File: src/rtl/track_table_gated_merge_assert.svh
// Assertion macros for the track table
`ifndef TRACK_TABLE_GATED_MERGE_ASSERT_SVH
`define TRACK_TABLE_GATED_MERGE_ASSERT_SVH
// condition must hold at every edge out of reset
`define TT_ASSERT_ALWAYS(lbl, cond, msg) \
  lbl: assert property (@(posedge clk) disable iff (!rst_n) (cond)) else $error(msg);
// antecedent implies consequent in the following cycle
`define TT_ASSERT_NEXT(lbl, ante, cons, msg) \
  lbl: assert property (@(posedge clk) disable iff (!rst_n) (ante) |=> (cons)) else $error(msg);
`endif

File: src/rtl/ttgm_pkg.sv
// Shared types and constants of the track table
`default_nettype none
package ttgm_pkg;
  localparam int MAX_TRACKS = 32;
  localparam int IDX_W = (MAX_TRACKS > 1) ? $clog2(MAX_TRACKS) : 1;
  localparam int CNT_W = $clog2(MAX_TRACKS + 1);

  localparam logic [1:0] REG_GATE = 2'd0;
  localparam logic [1:0] REG_TTL  = 2'd1;
  localparam logic [1:0] REG_KEEP = 2'd2;

  localparam logic OP_DETECT = 1'b0;
  localparam logic OP_TICK   = 1'b1;

  typedef struct packed {
    logic              opcode;
    logic [3:0]        obj_class;
    logic signed [15:0] pos_x;
    logic signed [15:0] pos_z;
    logic [7:0]        confidence_in;
    logic [15:0]       track_label;
    logic [15:0]       elapsed_ms;
  } in_t;

  typedef struct packed {
    logic              matched;
    logic              inserted;
    logic              dropped;
    logic [4:0]        slot_index;
    logic signed [15:0] smoothed_x;
    logic signed [15:0] smoothed_z;
    logic [5:0]        removed_count;
    logic [5:0]        live_count;
  } out_t;

  typedef struct packed {
    logic [3:0]        cls;
    logic signed [15:0] x;
    logic signed [15:0] z;
    logic [7:0]        conf;
    logic [15:0]       ttl;
    logic [15:0]       label;
  } entry_t;

  typedef struct packed {
    logic square;
    logic compare;
    logic age;
    logic shift;
  } cell_ctrl_t;
endpackage
`default_nettype wire

File: src/rtl/ttgm_cell.sv
// One table slot: distance check, ageing and left shift for compaction
`default_nettype none
module ttgm_cell import ttgm_pkg::*; (
  input  wire logic               clk,
  input  wire logic               rst_n,
  input  wire cell_ctrl_t         ctrl,
  input  wire logic               live,
  input  wire logic [3:0]         det_cls,
  input  wire logic signed [15:0] det_x,
  input  wire logic signed [15:0] det_z,
  input  wire logic [31:0]        gate2,
  input  wire logic [15:0]        elapsed,
  input  wire logic               wr_en,
  input  wire entry_t             wr_data,
  input  wire entry_t             nb_entry,
  input  wire logic               nb_dead,
  input  wire logic               seen_in,
  input  wire logic               found_in,
  output entry_t                  entry_o,
  output logic                    dead_o,
  output logic                    seen_out,
  output logic                    found_out,
  output logic                    sel_o
);
  entry_t             e_r;
  logic               dead_r, hit_r;
  logic [31:0]        sqx_r, sqz_r;
  logic signed [16:0] dx, dz;
  logic signed [33:0] mx, mz;
  logic [32:0]        d2;
  logic [15:0]        t_age;

  always_comb begin
    dx = {e_r.x[15], e_r.x} - {det_x[15], det_x};
    dz = {e_r.z[15], e_r.z} - {det_z[15], det_z};
    mx = dx * dx;
    mz = dz * dz;
    d2 = {1'b0, sqx_r} + {1'b0, sqz_r};
    t_age = (e_r.ttl > elapsed) ? (e_r.ttl - elapsed) : 16'd0;
  end

  // inclusive: a cell at or after the first dead one pulls from its right neighbour
  assign seen_out  = seen_in | dead_r;
  assign found_out = found_in | hit_r;
  assign sel_o     = hit_r & ~found_in;
  assign entry_o   = e_r;
  assign dead_o    = dead_r;

  always_ff @(posedge clk) begin
    if (!rst_n) begin
      dead_r <= 1'b0;
      hit_r  <= 1'b0;
    end else begin
      if (ctrl.age) dead_r <= live && (t_age == 16'd0);
      else if (ctrl.shift && seen_out) dead_r <= nb_dead;
      if (ctrl.compare)
        hit_r <= live && (e_r.cls == det_cls) && (d2 < {1'b0, gate2});
    end
  end

  always_ff @(posedge clk) begin
    if (wr_en) e_r <= wr_data;
    else if (ctrl.age) e_r.ttl <= t_age;
    else if (ctrl.shift && seen_out) e_r <= nb_entry;
    if (ctrl.square) begin
      sqx_r <= mx[31:0];
      sqz_r <= mz[31:0];
    end
  end
endmodule
`default_nettype wire

File: config.mk
export PLATFORM = sky130hd
export DESIGN_NAME = ttgm_cell
export DESIGN_NICKNAME = d
export VERILOG_FILES = /design/src/rtl/track_table_gated_merge_assert.svh /design/src/rtl/ttgm_pkg.sv /design/src/rtl/ttgm_cell.sv
export SDC_FILE = /design/constraint.sdc
export NUM_CORES = 2
export LEC_CHECK = 0
export BUFFER_PORTS_ARGS = -buffer_cell sky130_fd_sc_hd__buf_2
export CORE_MARGIN = 5
export CORE_UTILIZATION = 50
export CTS_CLUSTER_SIZE = 24
export DETAILED_ROUTE_END_ITERATION = 8
export PLACE_DENSITY = 0.7
export SLEW_MARGIN = 0
export SYNTH_ARGS = -nofsm -noshare
export SYNTH_HDL_FRONTEND = slang
export SYNTH_SLANG_ARGS = --single-unit
File: constraint.sdc
create_clock -name clk -period 10.73 [get_ports clk]
set_input_delay 1.6095 -clock clk [delete_from_list [all_inputs] [get_ports clk]]
set_output_delay 1.6095 -clock clk [all_outputs]
set_load 0.01 [all_outputs]
==> flow_metrics.tcl <==
set metrics [dict create \
    slowest_delay_ns 0.64 \
    die_x_um 248 \
    multiInputGateArea_um2 21000 \
    status "complete, no violations" \
    grt_max_degree 63 \
    max-cap-violations 0 \
    synth-main-ff-cell "edfxtp_1" \
    rsz0062_at_grt "false" \
    clkTransAtPathRegs_ns 0.07 \
    cts_buffers 17 \
    syn_area_um2 28200 \
    syn-num-nets 3979 \
    post_cts_buffers 0 \
    ys_warn_count 0 \
    hpwl_mm 59.6 \
    endpoint_kind "flop" \
    avgSynthCellArea_um2 9.57 \
    vias 21207 \
    fin_area_um2 31500 \
    ys_types 72 \
    tightest_slew_ns 1.02 \
    io_pins 327 \
    critPathBufInv 6 \
    period_needed_ns 9.68 \
    grt_pass1_wl_mm 113 \
    relSlewSlack_pct 32.1 \
    hp-class "reg2reg" \
    layout-drive-gt1-share_pct 15.1 \
    synthCells 2949 \
    numPortBuffers 326 \
    grt_pass1_vias 22223 \
    die_h_um 248 \
    root_buffer "clkbuf_16" \
    synth_edf_count 138 \
    wl_mm 69.5 \
    clock_skew_ns 0.0162 \
    place_area_um2 30900 \
    fin_crit_sh_pct 90.2 \
    die_area_um2 61300 \
    cts_resized 0 \
    cp-start-kind "input port" \
    worstPathArrival_ns 9.90 \
    syn_to_final_growth_pct 11.8 \
    cts_tree "built" \
    tns_ns 0 \
    r2r_slack_ns 1.82 \
    cp_data_required_time_ns 10.95 \
    cts_buffer_depth 2 \
    yosys_register_bits 140 \
    ant_nets 0 \
    drcViolationCount 0 \
    drt_iter0_markers 1146 \
    synth_area_leaders "fa_1 (37%), edfxtp_1 (15%), ha_1 (12%)" \
    routedWlPerCell_um 17.1 \
    seqCellArea_um2 4180 \
    cp_slowest_cell "fa_1" \
    crit_type "in2reg" \
    cts_sinks 140 \
    setup_viol 0 \
    yosysTopAreaCellShare_pct 36.8 \
    start_util_pct 50.2 \
    cts_hold_buf 0 \
    ys_async_sr_fraction_pct 0 \
    antenna_found_initial 4 \
    cp_max_fo 14 \
    fmax_mhz 103 \
    clk_latency_ns 0.49 \
    fin_nets 4310 \
    htree_levels 4 \
    yosys.area.top_type "fa_1" \
    cp_top_family "adder cells" \
    num-fill-cells 5104 \
    first_pass_iters 7 \
    cpMostUsedCell "fa_1" \
    vias_per_cell 5.24 \
    gp_congestion 0.916 \
    maxSlewViolCount 0 \
    core_area_um2 56200 \
    grt-ovfl-total 0 \
    finalHoldViolations 0 \
    track_usage_pct 23.5 \
    ys_seq_area_share_pct 14.8 \
    num_rows 87 \
]
## cells in the final DEF (no fill, tap or decap), types with 7 or more instances in the layout
cell / synthesis / layout
a21oi_1: 97 / 97
mux2_2: 60 / 60
xnor2_1: 106 / 105
o211ai_1: 12 / 12
nand4_1: 12 / 12
o21bai_1: 15 / 14
o31ai_1: 9 / 9
o31a_1: 9 / 9
nor2b_1: 26 / 26
a211oi_1: 13 / 13
o21a_1: 24 / 24
nand2b_1: 15 / 15
nor4_1: 8 / 8
a21o_1: 53 / 53
nand3_1: 15 / 15
nor2_1: 246 / 246
fa_1: 518 / 518
or3_1: 8 / 8
ha_1: 265 / 265
nor3_1: 31 / 31
buf_4: 0 / 47
inv_1: 734 / 734
a22oi_1: 8 / 8
nand2_1: 210 / 210
o21ai_0: 79 / 79
and2_1: 18 / 18
or2_2: 10 / 10
clkbuf_16: 0 / 17
and3_1: 12 / 12
mux2i_1: 8 / 8
a31oi_1: 7 / 7
a31o_2: 7 / 7
edfxtp_1: 138 / 138
clkinv_1: 7 / 7
buf_2: 5 / 325
xor2_1: 35 / 35
## tightest hold or removal path, stage by stage, from the launching register on
cell,delay (ns)
dfxtp_1,0.37
nand3b_1,0.10
o21ai_0,0.08
## logic make-up after synthesis
family	after synthesis	share of synthesized area [%]
buffers and inverters	806	10.7
AO/OA/AOI/OAI	385	9.04
adder cells (fa/ha/maj)	783	48.5
AND/OR/NAND/NOR	625	9.72
multiplexers	68	2.68
flip-flops	140	14.8
XOR/XNOR	142	4.47
## path summary, 6_finish.rpt
kind	start	to	cells past startpoint
setup / recovery	det_x[0]	sqx_r[31]$_DFFE_PP_	31
setup reg to reg	entry_o[59]$_DFFE_PP_	sqx_r[31]$_DFFE_PP_	27
hold reg to reg	hit_r$_SDFFE_PN0P_	hit_r$_SDFFE_PN0P_	2
hold / removal	hit_r$_SDFFE_PN0P_	hit_r$_SDFFE_PN0P_	2
## metrics by stage
stage          std cells  worst slack, ns  util (%)  hold slack [ns]
6_report            4050             1.05      56.1            0.606
5_1_grt             4049            0.701      56.1            0.649
4_1_cts             4049             1.14      56.1            0.597
3_5_place_dp        4017            0.635      55.1            0.576
3_3_place_gp        4017            0.735      55.1            0.588
2_1_floorplan       2949             1.47         -            0.463
## synthesized netlist by cell type, types with 4 or more instances
| cell type | instances |
|---|---|
| a211o_1 | 4 |
| a211oi_1 | 13 |
| a21o_1 | 53 |
| a21oi_1 | 97 |
| a221oi_1 | 4 |
| a22oi_1 | 8 |
| a31o_2 | 7 |
| a31oi_1 | 7 |
| and2_1 | 18 |
| and3_1 | 12 |
| buf_1 | 4 |
| buf_2 | 5 |
| clkbuf_1 | 51 |
| clkinv_1 | 7 |
| edfxtp_1 | 138 |
| fa_1 | 518 |
| ha_1 | 265 |
| inv_1 | 734 |
| inv_2 | 5 |
| mux2_2 | 60 |
| mux2i_1 | 8 |
| nand2_1 | 210 |
| nand2b_1 | 15 |
| nand3_1 | 15 |
| nand4_1 | 12 |
| nor2_1 | 246 |
| nor2b_1 | 26 |
| nor3_1 | 31 |
| nor4_1 | 8 |
| o211ai_1 | 12 |
| o21a_1 | 24 |
| o21ai_0 | 79 |
| o21ai_1 | 6 |
| o21bai_1 | 15 |
| o31a_1 | 9 |
| o31ai_1 | 9 |
| or2_2 | 10 |
| or3_1 | 8 |
| or4_1 | 5 |
| xnor2_1 | 106 |
| xor2_1 | 35 |
## registers in the layout, indices dropped and copies added (netlist names)
| name | count |
|---|---|
| sqz_r | 31 |
| sqx_r | 31 |
| entry_o | 76 |
| dead_o | 1 |
| hit_r | 1 |
## final cells by class
class	count	share of cell area [%]
Antenna cell	1	0.00794
Timing Repair Buffer	372	6.28
Clock buffer	17	1.35
Inverter	746	8.88
Multi-Input combinational cell	2003	66.7
Tap cell	756	3.00
Sequential cell	140	13.3
Clock inverter	15	0.560
## layer usage
metal	part of all wire, %	vias up	track usage (%)
met1	41	10448	30.8
li1	-	9922	-
met2	49	744	40.4
met5	0.037	-	0
met4	1.9	4	5.76
met3	7.7	89	4.48
Power is left out: the tool's default activity adds up to more than one toggle a clock period on the data nets, which glitch-free logic cannot reach.
